===== config.mk =====
export PLATFORM = sky130hd
export DESIGN_NAME = doubly_linked_list_engine_unit
export DESIGN_NICKNAME = d
export VERILOG_FILES = /design/src/hw/rtl/dll_pkg.sv /design/src/hw/rtl/dll_cell.sv /design/src/hw/rtl/dll_proc.sv /design/src/hw/rtl/doubly_linked_list_engine_unit.sv
export SDC_FILE = /design/constraint.sdc
export NUM_CORES = 2
export LEC_CHECK = 0
export ABC_AREA = 1
export BUFFER_PORTS_ARGS = -buffer_cell sky130_fd_sc_hd__buf_4
export CAP_MARGIN = 0
export CELL_PAD_IN_SITES_DETAIL_PLACEMENT = 0
export CELL_PAD_IN_SITES_GLOBAL_PLACEMENT = 2
export CORE_MARGIN = 5
export CORE_UTILIZATION = 30
export CTS_CLUSTER_SIZE = 25
export DETAILED_ROUTE_END_ITERATION = 10
export HOLD_SLACK_MARGIN = 0.02
export PLACE_DENSITY_LB_ADDON = 0.1
export SYNTH_ARGS = -nofsm -noshare
export SYNTH_HDL_FRONTEND = slang
export SYNTH_HIERARCHICAL = 1
export SYNTH_SLANG_ARGS = --single-unit

===== constraint.sdc =====
create_clock -name clk -period 5.2 [get_ports clk]
set_input_delay 0.52 -clock clk [delete_from_list [all_inputs] [get_ports clk]]
set_output_delay 0.52 -clock clk [all_outputs]
set_load 0.02 [all_outputs]

===== src/hw/rtl/dll_pkg.sv =====
// Shared types and constants for the doubly linked list engine.
// Holds beat structs, command and status codes, cell and processor controls.
// No dependencies.
`timescale 1ns / 1ps

package dll_pkg;

    // Default pool size and fixed field widths.
    localparam int DEFAULT_NODES = 32;
    localparam int VAL_W         = 32;
    localparam int CMD_W         = 3;
    localparam int STATUS_W      = 2;
    localparam int OUT_CNT_W     = 6;

    // Command codes.
    localparam logic [CMD_W-1:0] CMD_APPEND  = 3'd0;
    localparam logic [CMD_W-1:0] CMD_PREPEND = 3'd1;
    localparam logic [CMD_W-1:0] CMD_INSERT  = 3'd2;
    localparam logic [CMD_W-1:0] CMD_DELETE  = 3'd3;
    localparam logic [CMD_W-1:0] CMD_FWD     = 3'd4;
    localparam logic [CMD_W-1:0] CMD_BWD     = 3'd5;

    // Status codes.
    localparam logic [STATUS_W-1:0] ST_OK        = 2'd0;
    localparam logic [STATUS_W-1:0] ST_NOT_FOUND = 2'd1;
    localparam logic [STATUS_W-1:0] ST_FULL      = 2'd2;
    localparam logic [STATUS_W-1:0] ST_EMPTY     = 2'd3;

    typedef struct packed {
        logic [CMD_W-1:0]        cmd;
        logic signed [VAL_W-1:0] value;
        logic signed [VAL_W-1:0] key;
    } in_beat_t;

    typedef struct packed {
        logic [STATUS_W-1:0]     status;
        logic signed [VAL_W-1:0] item;
        logic                    last;
        logic [OUT_CNT_W-1:0]    count;
    } out_beat_t;

    // Sequencer states.
    typedef enum logic [1:0] {
        S_IDLE,
        S_PASS_L,
        S_PASS_R,
        S_RESP
    } state_t;

    // What a cell loads at the next edge.
    typedef enum logic [1:0] {
        CELL_HOLD,
        CELL_FROM_RIGHT,
        CELL_FROM_LEFT,
        CELL_LOAD
    } cell_op_t;

    // Edit processor modes during a rotation pass.
    typedef enum logic [1:0] {
        P_PASS,
        P_DELAY,
        P_SKIP
    } proc_mode_t;

    // Control group from the sequencer to the edit processor.
    typedef struct packed {
        logic start;      // new command accepted, clear mode and match flag
        logic step;       // ring rotates one position this cycle
        logic srch;       // compare the head element against the target
        logic ins_ok;     // a match opens a slot for the new value
        logic del;        // a match removes the element
        logic elem_valid; // the head element belongs to the list
    } proc_ctrl_t;

endpackage


===== src/hw/rtl/dll_cell.sv =====
// One storage cell of the list ring: holds one element value.
// Depends on dll_pkg for the cell operation type.
`timescale 1ns / 1ps

module dll_cell (
    input  logic                             clk,
    input  dll_pkg::cell_op_t                op,
    input  logic signed [dll_pkg::VAL_W-1:0] from_left,
    input  logic signed [dll_pkg::VAL_W-1:0] from_right,
    input  logic signed [dll_pkg::VAL_W-1:0] load_data,
    output logic signed [dll_pkg::VAL_W-1:0] val
);

    logic signed [dll_pkg::VAL_W-1:0] val_reg;
    logic signed [dll_pkg::VAL_W-1:0] val_next;

    // Select the neighbor, the new value, or hold.
    always_comb
    begin
        case (op)
            dll_pkg::CELL_FROM_RIGHT: val_next = from_right;
            dll_pkg::CELL_FROM_LEFT:  val_next = from_left;
            dll_pkg::CELL_LOAD:       val_next = load_data;
            default:                  val_next = val_reg;
        endcase
    end

    // Payload register, no reset needed.
    always_ff @(posedge clk)
    begin
        val_reg <= val_next;
    end

    assign val = val_reg;

endmodule


===== src/hw/rtl/dll_proc.sv =====
// Edit processor at the wrap point of the ring.
// Passes, inserts after, or removes the first matching element as the ring rotates.
// Depends on dll_pkg.
`timescale 1ns / 1ps

module dll_proc (
    input  logic                             clk,
    input  logic                             rst_n,
    input  dll_pkg::proc_ctrl_t              ctrl,
    input  logic signed [dll_pkg::VAL_W-1:0] head_val,
    input  logic signed [dll_pkg::VAL_W-1:0] next_val,
    input  logic signed [dll_pkg::VAL_W-1:0] target,
    input  logic signed [dll_pkg::VAL_W-1:0] new_val,
    output logic signed [dll_pkg::VAL_W-1:0] out_val,
    output logic                             found_now
);

    dll_pkg::proc_mode_t              mode_reg;
    dll_pkg::proc_mode_t              mode_next;
    logic                             found_reg;
    logic                             found_next;
    logic signed [dll_pkg::VAL_W-1:0] hold_reg;
    logic signed [dll_pkg::VAL_W-1:0] hold_next;
    logic                             match;

    // Only the first list element equal to the target counts.
    assign match = ctrl.srch && ctrl.elem_valid && !found_reg &&
                   (mode_reg == dll_pkg::P_PASS) && (head_val == target);
    assign found_now = found_reg || match;

    // Output stream and mode transitions.
    always_comb
    begin
        mode_next  = mode_reg;
        found_next = found_reg;
        hold_next  = hold_reg;
        case (mode_reg)
            dll_pkg::P_DELAY: out_val = hold_reg;
            dll_pkg::P_SKIP:  out_val = next_val;
            default:          out_val = (match && ctrl.del) ? next_val : head_val;
        endcase

        if (ctrl.start)
        begin
            mode_next  = dll_pkg::P_PASS;
            found_next = 1'b0;
        end
        else if (ctrl.step)
        begin
            case (mode_reg)
                dll_pkg::P_DELAY:
                begin
                    // Everything behind the new node slides back by one.
                    hold_next = head_val;
                end
                dll_pkg::P_SKIP:
                begin
                    mode_next = dll_pkg::P_SKIP;
                end
                default:
                begin
                    if (match)
                    begin
                        found_next = 1'b1;
                        if (ctrl.ins_ok)
                        begin
                            mode_next = dll_pkg::P_DELAY;
                            hold_next = new_val;
                        end
                        else if (ctrl.del)
                        begin
                            mode_next = dll_pkg::P_SKIP;
                        end
                    end
                end
            endcase
        end
    end

    // Control state.
    always_ff @(posedge clk or negedge rst_n)
    begin
        if (!rst_n)
        begin
            mode_reg  <= dll_pkg::P_PASS;
            found_reg <= 1'b0;
        end
        else
        begin
            mode_reg  <= mode_next;
            found_reg <= found_next;
        end
    end

    // Held element while the stream runs one position late.
    always_ff @(posedge clk)
    begin
        hold_reg <= hold_next;
    end

endmodule


===== src/hw/rtl/doubly_linked_list_engine_unit.sv =====
// Top level of the doubly linked list engine: a ring of value cells,
// an edit processor at the wrap point and the command sequencer.
// Depends on dll_pkg, dll_cell and dll_proc.
//
//   Channel | Signals                      | Beat type
//   --------+------------------------------+---------------------
//   input   | in_valid, in_ready, in_beat   | dll_pkg::in_beat_t
//   output  | out_valid, out_ready, out_beat| dll_pkg::out_beat_t
//
// The list is kept in list order in a ring of NODES cells, head in cell 0.
// Append and prepend are accepted and then answered with a status beat. Insert and
// delete rotate the ring once and end with a status beat; a walk rotates the ring
// once, or only answers with a status beat on an empty list. While a new beat finds
// the output register still occupied, the sequencer waits. Reset empties the list at
// once; no clearing pass is needed.
`timescale 1ns / 1ps

module doubly_linked_list_engine_unit #(
    parameter int NODES = dll_pkg::DEFAULT_NODES
) (
    input  logic               clk,
    input  logic               rst_n,
    input  logic               in_valid,
    output logic               in_ready,
    input  dll_pkg::in_beat_t  in_beat,
    output logic               out_valid,
    input  logic               out_ready,
    output dll_pkg::out_beat_t out_beat
);

    localparam int CNT_W  = $clog2(NODES + 1);
    localparam int IDX_W  = $clog2(NODES);
    localparam int OCNT_W = dll_pkg::OUT_CNT_W;
    localparam int VW     = dll_pkg::VAL_W;

    dll_pkg::state_t           state_reg;
    dll_pkg::state_t           state_next;
    logic [CNT_W-1:0]          count_reg;
    logic [CNT_W-1:0]          count_next;
    logic [IDX_W-1:0]          k_reg;
    logic [IDX_W-1:0]          k_next;
    logic [dll_pkg::CMD_W-1:0] cmd_reg;
    logic [dll_pkg::CMD_W-1:0] cmd_next;
    logic signed [VW-1:0]      value_reg;
    logic signed [VW-1:0]      value_next;
    logic signed [VW-1:0]      key_reg;
    logic signed [VW-1:0]      key_next;
    logic [dll_pkg::STATUS_W-1:0] status_reg;
    logic [dll_pkg::STATUS_W-1:0] status_next;
    logic                      out_valid_reg;
    dll_pkg::out_beat_t        out_beat_reg;
    dll_pkg::out_beat_t        out_beat_next;
    logic                      out_load;

    logic signed [VW-1:0]      cell_val [NODES];
    dll_pkg::cell_op_t         cell_op [NODES];
    logic signed [VW-1:0]      left_in0;
    logic signed [VW-1:0]      proc_out;
    logic                      found_now;
    dll_pkg::proc_ctrl_t       proc_ctrl;

    logic                      out_free;
    logic                      full;
    logic                      elem_valid;
    logic                      last_step;
    logic                      fwd_last;
    logic [IDX_W-1:0]          ridx;
    logic                      ridx_valid;
    logic                      emit;
    logic                      advance;

    // Position decodes for the current rotation step.
    assign out_free   = !out_valid_reg || out_ready;
    assign full       = (count_reg == CNT_W'(NODES));
    assign elem_valid = (CNT_W'(k_reg) < count_reg);
    assign last_step  = (k_reg == IDX_W'(NODES - 1));
    assign fwd_last   = (CNT_W'(CNT_W'(k_reg) + CNT_W'(1)) == count_reg);
    assign ridx       = IDX_W'(NODES - 1) - k_reg;
    assign ridx_valid = (CNT_W'(ridx) < count_reg);
    assign in_ready   = (state_reg == dll_pkg::S_IDLE);

    // Ring of cells.
    genvar gi;
    generate
        for (gi = 0; gi < NODES; gi++)
        begin : g_cell
            logic signed [VW-1:0] left_v;
            logic signed [VW-1:0] right_v;
            if (gi == 0)
            begin : g_first
                assign left_v = left_in0;
            end
            else
            begin : g_mid_l
                assign left_v = cell_val[gi-1];
            end
            if (gi == NODES - 1)
            begin : g_last
                assign right_v = proc_out;
            end
            else
            begin : g_mid_r
                assign right_v = cell_val[gi+1];
            end
            dll_cell u_cell (
                .clk        (clk),
                .op         (cell_op[gi]),
                .from_left  (left_v),
                .from_right (right_v),
                .load_data  (value_reg),
                .val        (cell_val[gi])
            );
        end
    endgenerate

    // Edit processor at the wrap point.
    dll_proc u_proc (
        .clk       (clk),
        .rst_n     (rst_n),
        .ctrl      (proc_ctrl),
        .head_val  (cell_val[0]),
        .next_val  (cell_val[1]),
        .target    ((cmd_reg == dll_pkg::CMD_INSERT) ? key_reg : value_reg),
        .new_val   (value_reg),
        .out_val   (proc_out),
        .found_now (found_now)
    );

    // Sequencer: next state, cell operations and result beats.
    always_comb
    begin
        state_next    = state_reg;
        count_next    = count_reg;
        k_next        = k_reg;
        cmd_next      = cmd_reg;
        value_next    = value_reg;
        key_next      = key_reg;
        status_next   = status_reg;
        out_load      = 1'b0;
        out_beat_next = '0;
        left_in0      = cell_val[NODES-1];
        emit          = 1'b0;
        advance       = 1'b0;
        proc_ctrl     = '0;
        for (int i = 0; i < NODES; i++)
        begin
            cell_op[i] = dll_pkg::CELL_HOLD;
        end

        case (state_reg)
            dll_pkg::S_IDLE:
            begin
                if (in_valid)
                begin
                    cmd_next        = in_beat.cmd;
                    value_next      = in_beat.value;
                    key_next        = in_beat.key;
                    k_next          = '0;
                    proc_ctrl.start = 1'b1;
                    case (in_beat.cmd)
                        dll_pkg::CMD_APPEND, dll_pkg::CMD_PREPEND:
                        begin
                            status_next = full ? dll_pkg::ST_FULL : dll_pkg::ST_OK;
                            state_next  = dll_pkg::S_RESP;
                        end
                        dll_pkg::CMD_INSERT, dll_pkg::CMD_DELETE:
                        begin
                            state_next = dll_pkg::S_PASS_L;
                        end
                        dll_pkg::CMD_FWD, dll_pkg::CMD_BWD:
                        begin
                            if (count_reg == '0)
                            begin
                                status_next = dll_pkg::ST_EMPTY;
                                state_next  = dll_pkg::S_RESP;
                            end
                            else if (in_beat.cmd == dll_pkg::CMD_FWD)
                            begin
                                state_next = dll_pkg::S_PASS_L;
                            end
                            else
                            begin
                                state_next = dll_pkg::S_PASS_R;
                            end
                        end
                        default:
                        begin
                            state_next = dll_pkg::S_IDLE;
                        end
                    endcase
                end
            end

            dll_pkg::S_PASS_L:
            begin
                // Rotate toward the head; the head element is seen by the processor.
                emit    = (cmd_reg == dll_pkg::CMD_FWD) && elem_valid;
                advance = !emit || out_free;
                proc_ctrl.step       = advance;
                proc_ctrl.srch       = (cmd_reg == dll_pkg::CMD_INSERT) ||
                                       (cmd_reg == dll_pkg::CMD_DELETE);
                proc_ctrl.ins_ok     = (cmd_reg == dll_pkg::CMD_INSERT) && !full;
                proc_ctrl.del        = (cmd_reg == dll_pkg::CMD_DELETE);
                proc_ctrl.elem_valid = elem_valid;
                if (advance)
                begin
                    for (int i = 0; i < NODES; i++)
                    begin
                        cell_op[i] = dll_pkg::CELL_FROM_RIGHT;
                    end
                    k_next = IDX_W'(k_reg + IDX_W'(1));
                    if (emit)
                    begin
                        out_load             = 1'b1;
                        out_beat_next.status = dll_pkg::ST_OK;
                        out_beat_next.item   = cell_val[0];
                        out_beat_next.last   = fwd_last;
                        out_beat_next.count  = OCNT_W'(count_reg);
                    end
                    if (last_step)
                    begin
                        if (cmd_reg == dll_pkg::CMD_FWD)
                        begin
                            state_next = dll_pkg::S_IDLE;
                        end
                        else
                        begin
                            state_next = dll_pkg::S_RESP;
                            if (!found_now)
                            begin
                                status_next = dll_pkg::ST_NOT_FOUND;
                            end
                            else if (cmd_reg == dll_pkg::CMD_DELETE)
                            begin
                                status_next = dll_pkg::ST_OK;
                                count_next  = CNT_W'(count_reg - CNT_W'(1));
                            end
                            else if (full)
                            begin
                                status_next = dll_pkg::ST_FULL;
                            end
                            else
                            begin
                                status_next = dll_pkg::ST_OK;
                                count_next  = CNT_W'(count_reg + CNT_W'(1));
                            end
                        end
                    end
                end
            end

            dll_pkg::S_PASS_R:
            begin
                // Rotate toward the tail; the last cell shows elements tail first.
                emit    = ridx_valid;
                advance = !emit || out_free;
                if (advance)
                begin
                    for (int i = 0; i < NODES; i++)
                    begin
                        cell_op[i] = dll_pkg::CELL_FROM_LEFT;
                    end
                    k_next = IDX_W'(k_reg + IDX_W'(1));
                    if (emit)
                    begin
                        out_load             = 1'b1;
                        out_beat_next.status = dll_pkg::ST_OK;
                        out_beat_next.item   = cell_val[NODES-1];
                        out_beat_next.last   = last_step;
                        out_beat_next.count  = OCNT_W'(count_reg);
                    end
                    if (last_step)
                    begin
                        state_next = dll_pkg::S_IDLE;
                    end
                end
            end

            dll_pkg::S_RESP:
            begin
                // Single status beat; append and prepend commit here.
                if (out_free)
                begin
                    if (status_reg == dll_pkg::ST_OK)
                    begin
                        if (cmd_reg == dll_pkg::CMD_APPEND)
                        begin
                            for (int i = 0; i < NODES; i++)
                            begin
                                if (CNT_W'(i) == count_reg)
                                begin
                                    cell_op[i] = dll_pkg::CELL_LOAD;
                                end
                            end
                            count_next = CNT_W'(count_reg + CNT_W'(1));
                        end
                        else if (cmd_reg == dll_pkg::CMD_PREPEND)
                        begin
                            left_in0 = value_reg;
                            for (int i = 0; i < NODES; i++)
                            begin
                                cell_op[i] = dll_pkg::CELL_FROM_LEFT;
                            end
                            count_next = CNT_W'(count_reg + CNT_W'(1));
                        end
                    end
                    out_load             = 1'b1;
                    out_beat_next.status = status_reg;
                    out_beat_next.item   = '0;
                    out_beat_next.last   = 1'b1;
                    out_beat_next.count  = OCNT_W'(count_next);
                    state_next           = dll_pkg::S_IDLE;
                end
            end

            default:
            begin
                state_next = dll_pkg::S_IDLE;
            end
        endcase
    end

    // Control registers.
    always_ff @(posedge clk or negedge rst_n)
    begin
        if (!rst_n)
        begin
            state_reg     <= dll_pkg::S_IDLE;
            count_reg     <= '0;
            k_reg         <= '0;
            out_valid_reg <= 1'b0;
        end
        else
        begin
            state_reg <= state_next;
            count_reg <= count_next;
            k_reg     <= k_next;
            if (out_load)
            begin
                out_valid_reg <= 1'b1;
            end
            else if (out_ready)
            begin
                out_valid_reg <= 1'b0;
            end
        end
    end

    // Command and result payload registers.
    always_ff @(posedge clk)
    begin
        cmd_reg    <= cmd_next;
        value_reg  <= value_next;
        key_reg    <= key_next;
        status_reg <= status_next;
        if (out_load)
        begin
            out_beat_reg <= out_beat_next;
        end
    end

    assign out_valid = out_valid_reg;
    assign out_beat  = out_beat_reg;

endmodule


# Word-level counts from Yosys, hierarchy flattened
# Index checks and enable logic that the tools add are counted.
dict set report totals {
  ff_bits 1183
  inputBits 71
  out_inout_bits 43
  elab_cells 436
}
dict set report op_classes {
  addsub 5
  n_lt_le_gt_ge 2
  n_eq_ne 158
  mux 145
  n_bitwise 2
  n_reduce_logical 77
}
# op n
set ops {}
lappend ops {{$pmux W32 S3} 32}
lappend ops {{$mux W64} 5}
lappend ops {{$mux W32} 9}
lappend ops {{$pmux W64 S3} 1}
lappend ops {{$mux W39} 4}
lappend ops {{$eq A2 B2 Y1 const B} 67}
lappend ops {{$pmux W32 S2} 2}
lappend ops {{$pmux W41 S3} 1}
lappend ops {{$mux W2} 54}
lappend ops {{$reduce_bool A3 Y1} 34}
lappend ops {{$eq A5 B6 Y1 const A} 16}
lappend ops {{$eq A2 B1 Y1 const B} 34}
lappend ops {{$mux W63} 1}
lappend ops {{$mux W6} 10}
lappend ops {{$eq A4 B6 Y1 const A} 8}
lappend ops {{$mux W41} 1}
lappend ops {{$eq A32 B32 Y1} 1}
lappend ops {{$eq A3 B6 Y1 const A} 4}
lappend ops {{$mux W5} 4}
lappend ops {{$ne A2 B2 Y1 const B} 9}
lappend ops {{$pmux W5 S3} 1}
lappend ops {{$reduce_and A7 Y1} 2}
lappend ops {{$reduce_bool A2 Y1} 7}
lappend ops {{$mux W1} 13}
lappend ops {{36 further kinds} 69}

# Longest topological paths before layout
dict set report depth {
  depth_word 15
  mapped_depth 25
}

# Modules after synthesis
# The synthesis kept the hierarchy.
# module n_inst cells_per_inst area_per_inst_um2
set modules_own_cells {}
lappend modules_own_cells {dll_cell 32 180 1712.9}
lappend modules_own_cells {doubly_linked_list_engine_unit 1 762 7258.2}
lappend modules_own_cells {dll_proc 1 597 3567.2}

# Worst setup path after synthesis
# Ideal clock, no wire load.
dict set report synth_path {
  path_type {register to register}
  start {register count_reg[3]}
  end {register u_proc/hold_reg[0] in the netlist's numbering (enable)}
  arrival_time_ps 3843
  setup_slack_ps 925
  stages_incl_launch_ff 21
  n_path_buf 2
  path_cell_list {dfrtp_1 -> buf_2 -> inv_1 -> ha_1 -> inv_1 -> nand2_1 -> nand2_1 -> nand2_1 -> o21ai_0 -> nor2_1 -> nand2_1 -> inv_1 -> nand2_1 -> nor2_1 -> nand3_1 -> nor2_2 -> nand2_2 -> nor2_8 -> buf_4 -> nand3_1 -> a21oi_1}
}
# item line
set synth_lines {}
lappend synth_lines {{start: declaration} doubly_linked_list_engine_unit.sv:38} ;# logic [CNT_W-1:0] count_reg;
lappend synth_lines {{start signal: assignment} doubly_linked_list_engine_unit.sv:336} ;# count_reg <= count_next;
lappend synth_lines {{end signal: assignment} dll_proc.sv:98} ;# hold_reg <= hold_next;
lappend synth_lines {{end: declaration} dll_proc.sv:22} ;# logic signed [dll_pkg::VAL_W-1:0] hold_reg;

# Worst setup path after layout
dict set report layout_path {
  start {register cmd_reg[2] in the netlist's numbering}
  end {register g_cell[31].u_cell.val_reg (netlist bit g_cell[31].u_cell/val[18]), data pin}
}
dict set report layout_via {
  elab_chain_cells 11
  word_cells_on_any_way 29
  classes_between {eq/ne (8); mux (11); reduce/logical (10)}
}
# item line
set layout_rtl {}
lappend layout_rtl {{start: declaration} doubly_linked_list_engine_unit.sv:42} ;# logic [dll_pkg::CMD_W-1:0] cmd_reg;
lappend layout_rtl {{start signal: assignment} doubly_linked_list_engine_unit.sv:352} ;# cmd_reg <= cmd_next;
lappend layout_rtl {{parallel branches: the longest is 7 deep, another holds $mux W32} n/a}
lappend layout_rtl {{$logic_and A1 B1 Y1 *} dll_proc.sv:40} ;# default: out_val = (match && ctrl.del) ? next_val : head_val;
lappend layout_rtl {{$mux W32 *} dll_proc.sv:40}
lappend layout_rtl {{$pmux W32 S2 *} dll_proc.sv:37} ;# case (mode_reg)
lappend layout_rtl {{named net g_cell[31].right_v[18]} doubly_linked_list_engine_unit.sv:88} ;# logic signed [VW-1:0] right_v;
lappend layout_rtl {{$pmux W32 S3 *} dll_cell.sv:20} ;# case (op)
lappend layout_rtl {{named net g_cell[31].u_cell.val_next, one bit} dll_cell.sv:15} ;# logic signed [dll_pkg::VAL_W-1:0] val_next;
lappend layout_rtl {{end signal: assignment} dll_cell.sv:31} ;# val_reg <= val_next;
lappend layout_rtl {{end: declaration} dll_cell.sv:14} ;# logic signed [dll_pkg::VAL_W-1:0] val_reg;
# Mark *: on every way through the listed nets, which the timed path passes.
# A chain may end at the register's enable or synchronous reset.

==> impl_metrics.toml <==
[sta]
final_hold_viol_count = 0
max_slew_margin_pct = 28.98
finalSetupViolCount = 0
fin_skew_ns = 0.03890
finalCritPeriodShare_pct = 83.54
slew_violations = 0
finalCriticalPeriod_ns = 4.344
fin_ws_ns = 0.8559
fmax_ghz = 0.2302
rsz0062_at_grt = "no"
fin_setup_tns_ns = 0
worst_pin_slew_ns = 1.064

[logic_synthesis]
synth_cells = 7119
syn_area_per_cell_sq_um = 9.220
synth_edf_count = 1166
yosysTopAreaCellShare_pct = 53.34
ys_types = 42
syn-num-nets = 7215
synth_most_common_cell = "nand3_1"
ys_top_cells_by_area = "edfxtp_1 53%, nand3_1 24%, nand2_1 8.4%"
yosysSeqAreaShare_pct = 53.99
syn_area_sq_mm = 0.06564
yosysWarnings = 6
ys_top_cells_by_count = "3146 x nand3_1, 1473 x nand2_1, 1166 x edfxtp_1, 204 x buf_4, 199 x buf_6"
synth-main-ff-cell = "edfxtp_1"
synth_seq_cells = 1183
synth_area_leader_cell = "edfxtp_1"
synthArstFlopShare_pct = 1.437

[floorplan]
ios = 114
die_h_microns = 477.8
start_util_pct = 30.20
core_sq_mm = 0.2174
die_area_sq_mm = 0.2283
rows = 171
die-width_microns = 477.8

[global_routing]
antenna_found_initial = 6
grt_pass1_vias = 55340
grt_pass1_wl_microns = 415700
overflow = 0
grt_max_degree = 72
grt_usage_pct = 24.44

[placement]
port_buffers = 113
globalplace.congestion = 0.8686
place_ws_ns = 0.7717
dp_hpwl_microns = 189300
place_inst = 9669

[cells_and_area]
largest_register_ffs = 1024
fin_cells = 10010
nNetsFinal = 7132
fillCellCount = 22580
drive_above_1_share_pct = 9.600
post-route-util_pct = 33.49
area_growth_pct = 10.90

[worst_setup_path]
crit_path_start_kind = "register"
rr_startpoint = "cmd_reg[2]"
critPathKind = "reg2reg"
cp.required_ns = 5.89
crit_path_end_kind = "register"
critPathCapture = "g_cell[31].u_cell/val[18]"
timing.rr.end = "g_cell[31].u_cell/val[18]"
cp_max_fo = 32
arrival_ns = 5.03
r2r_setup_slack_ns = 0.86
cp-startpoint = "cmd_reg[2]"
rr_worst_depth = 15

[pwr]
leakagePower_nw = 26.74
power_frac_comb_pct = 36.9
switching_power_w = 0.02167
p_seq_share_pct = 42.7
pwr-share-clk_pct = 20.4
powerDensity_mw_per_mm2 = 672.6
ir_drop_mv = 0.4170
swShare_pct = 44.26
p_total_w = 0.04896
internal_power_w = 0.02729

[drt]
drt-total-wl_microns = 288200
postRouteAntennaNets = 0
num_vias = 56010
dr.pass1.iters = 6
post_drt_via_cell_ratio = 5.594
first_iter_violations = 6224
drc = 0
post_drt_wl_per_cell_microns = 28.79

[flow_run]
maxCapViolCount = 0

[clock_tree]
htree_num_levels = 4
clkTransAtPathRegs_ns = 0.06
clkSinkCount = 1183
cts_tree = "yes"
cts_buffers = 150
clk-insertion-delay-late_ns = 0.82
clock_path_buffers = 3
cts-root-buf = "clkbuf_16"

[run_status]
status = "complete, no violations"

[hold_path]
min_path_type = "in2async"
-- kinds of logic (layout without fill, tap and decap cells) --
kind of cell	after synthesis	after routing	synth area share (%)
flip-flops	1183	1183	53.99
buffers and inverters	844	881	8.732
other	0	3	0
AND/OR/NAND/NOR	4775	4775	33.74
multiplexers	62	62	1.064
XOR/XNOR	25	25	0.3336
adder cells (fa/ha/maj)	25	25	0.4766
AO/OA/AOI/OAI	205	205	1.658
-- repair_timing --
item / CTS / global route
setup buffers: 0 / 0
gates resized for setup: 0 / 0
hold buffers: 69 / 0
hold endpoints to repair: 85 / 0
-- routing by layer --
metal | global-route usage, % | part of all wire, %
met1 | 34.27 | 45
met2 | 39.09 | 46
met3 | 3.556 | 6.4
met4 | 7.425 | 3.2
met5 | 0 | 0.0069
-- power by group through the flow --
| stage | combinational (W) | sequential (W) | clock, W |
|---|---|---|---|
| finish | 0.0181 | 0.0209 | 0.00999 |
| global route | 0.0197 | 0.0212 | 0.0107 |
| CTS | 0.0181 | 0.0209 | 0.0103 |
| detailed placement | 0.0181 | 0.0211 | 0 |
| global placement | 0.0179 | 0.0211 | 0 |
| floorplan | 0.0124 | 0.0188 | 0 |
-- cells in the final DEF, fill, tap and decap left out, types with 2 or more instances in the layout --
cell	n
dfrtp_1	17
inv_1	173
inv_2	21
o21bai_1	4
bufinv_16	4
clkbuf_16	153
a31oi_4	16
o21ai_0	83
buf_12	14
a21oi_2	22
clkinv_2	20
mux2_2	31
nand2_1	1472
ha_1	24
inv_6	7
diode_2	3
xor2_1	11
nand4_1	51
clkinvlp_4	3
nand2_2	7
clkinv_1	40
mux2_1	31
clkinv_8	2
nand3_4	3
a21oi_1	45
or2_2	5
dlygate4sd3_1	69
nor2_2	5
nand3_2	4
clkbuf_1	41
a21oi_4	28
o211ai_1	2
edfxtp_1	1166
xnor2_1	14
nor3_1	6
buf_4	300
nor2_1	71
inv_4	32
nand3_1	3145
-- layout make-up --
| cell class | count | area [sq um] | area share, % |
|---|---|---|---|
| clock buffers | 194 | 3983 | 5.471 |
| repair buffers | 383 | 3223 | 4.428 |
| clock inverters | 78 | 515.5 | 0.7082 |
| diodes | 3 | 7.507 | 0.01031 |
| flip-flops and latches | 1183 | 35440 | 48.69 |
| inverters | 226 | 928.4 | 1.275 |
| multi-input cells | 5092 | 25120 | 34.52 |
| well taps | 2854 | 3571 | 4.906 |
-- worst max-delay path, cell delays in order, from the launching register on --
cell and delay, ns:
edfxtp_1 0.49, inv_2 0.13, nand3_2 0.69, mux2_2 0.60, xor2_1 0.16, nor2_1 0.19
nand2_1 0.11, nor2_1 0.14, nand2_2 0.10, nor2_8 0.35, nand3_4 0.56, nand2_1 0.24
nand3_1 0.09, nand2_1 0.08, nand2_1 0.09, nand3_1 0.12
-- worst min path at each step --
stage	start	end	slack, ns	cells after the start
detailed placement	rst_n	u_proc/mode_reg[0]	0.43	1
global placement	rst_n	u_proc/mode_reg[0]	0.43	1
finish	rst_n	state_reg[1]	0.14	2
global route	rst_n	state_reg[0]	0.13	2
CTS	rst_n	state_reg[1]	0.07	2
floorplan	rst_n	count_reg[0]	0.22	0
-- per-stage QoR --
step / hold WS (ns) / area (sq um)
2_1_floorplan: 0.2244 / 65640
3_3_place_gp: 0.4328 / 67590
3_5_place_dp: 0.4317 / 67590
4_1_cts: 0.07014 / 72780
5_1_grt: 0.1252 / 72790
6_report: 0.1407 / 72790
(Power assumes the default switching activity.)
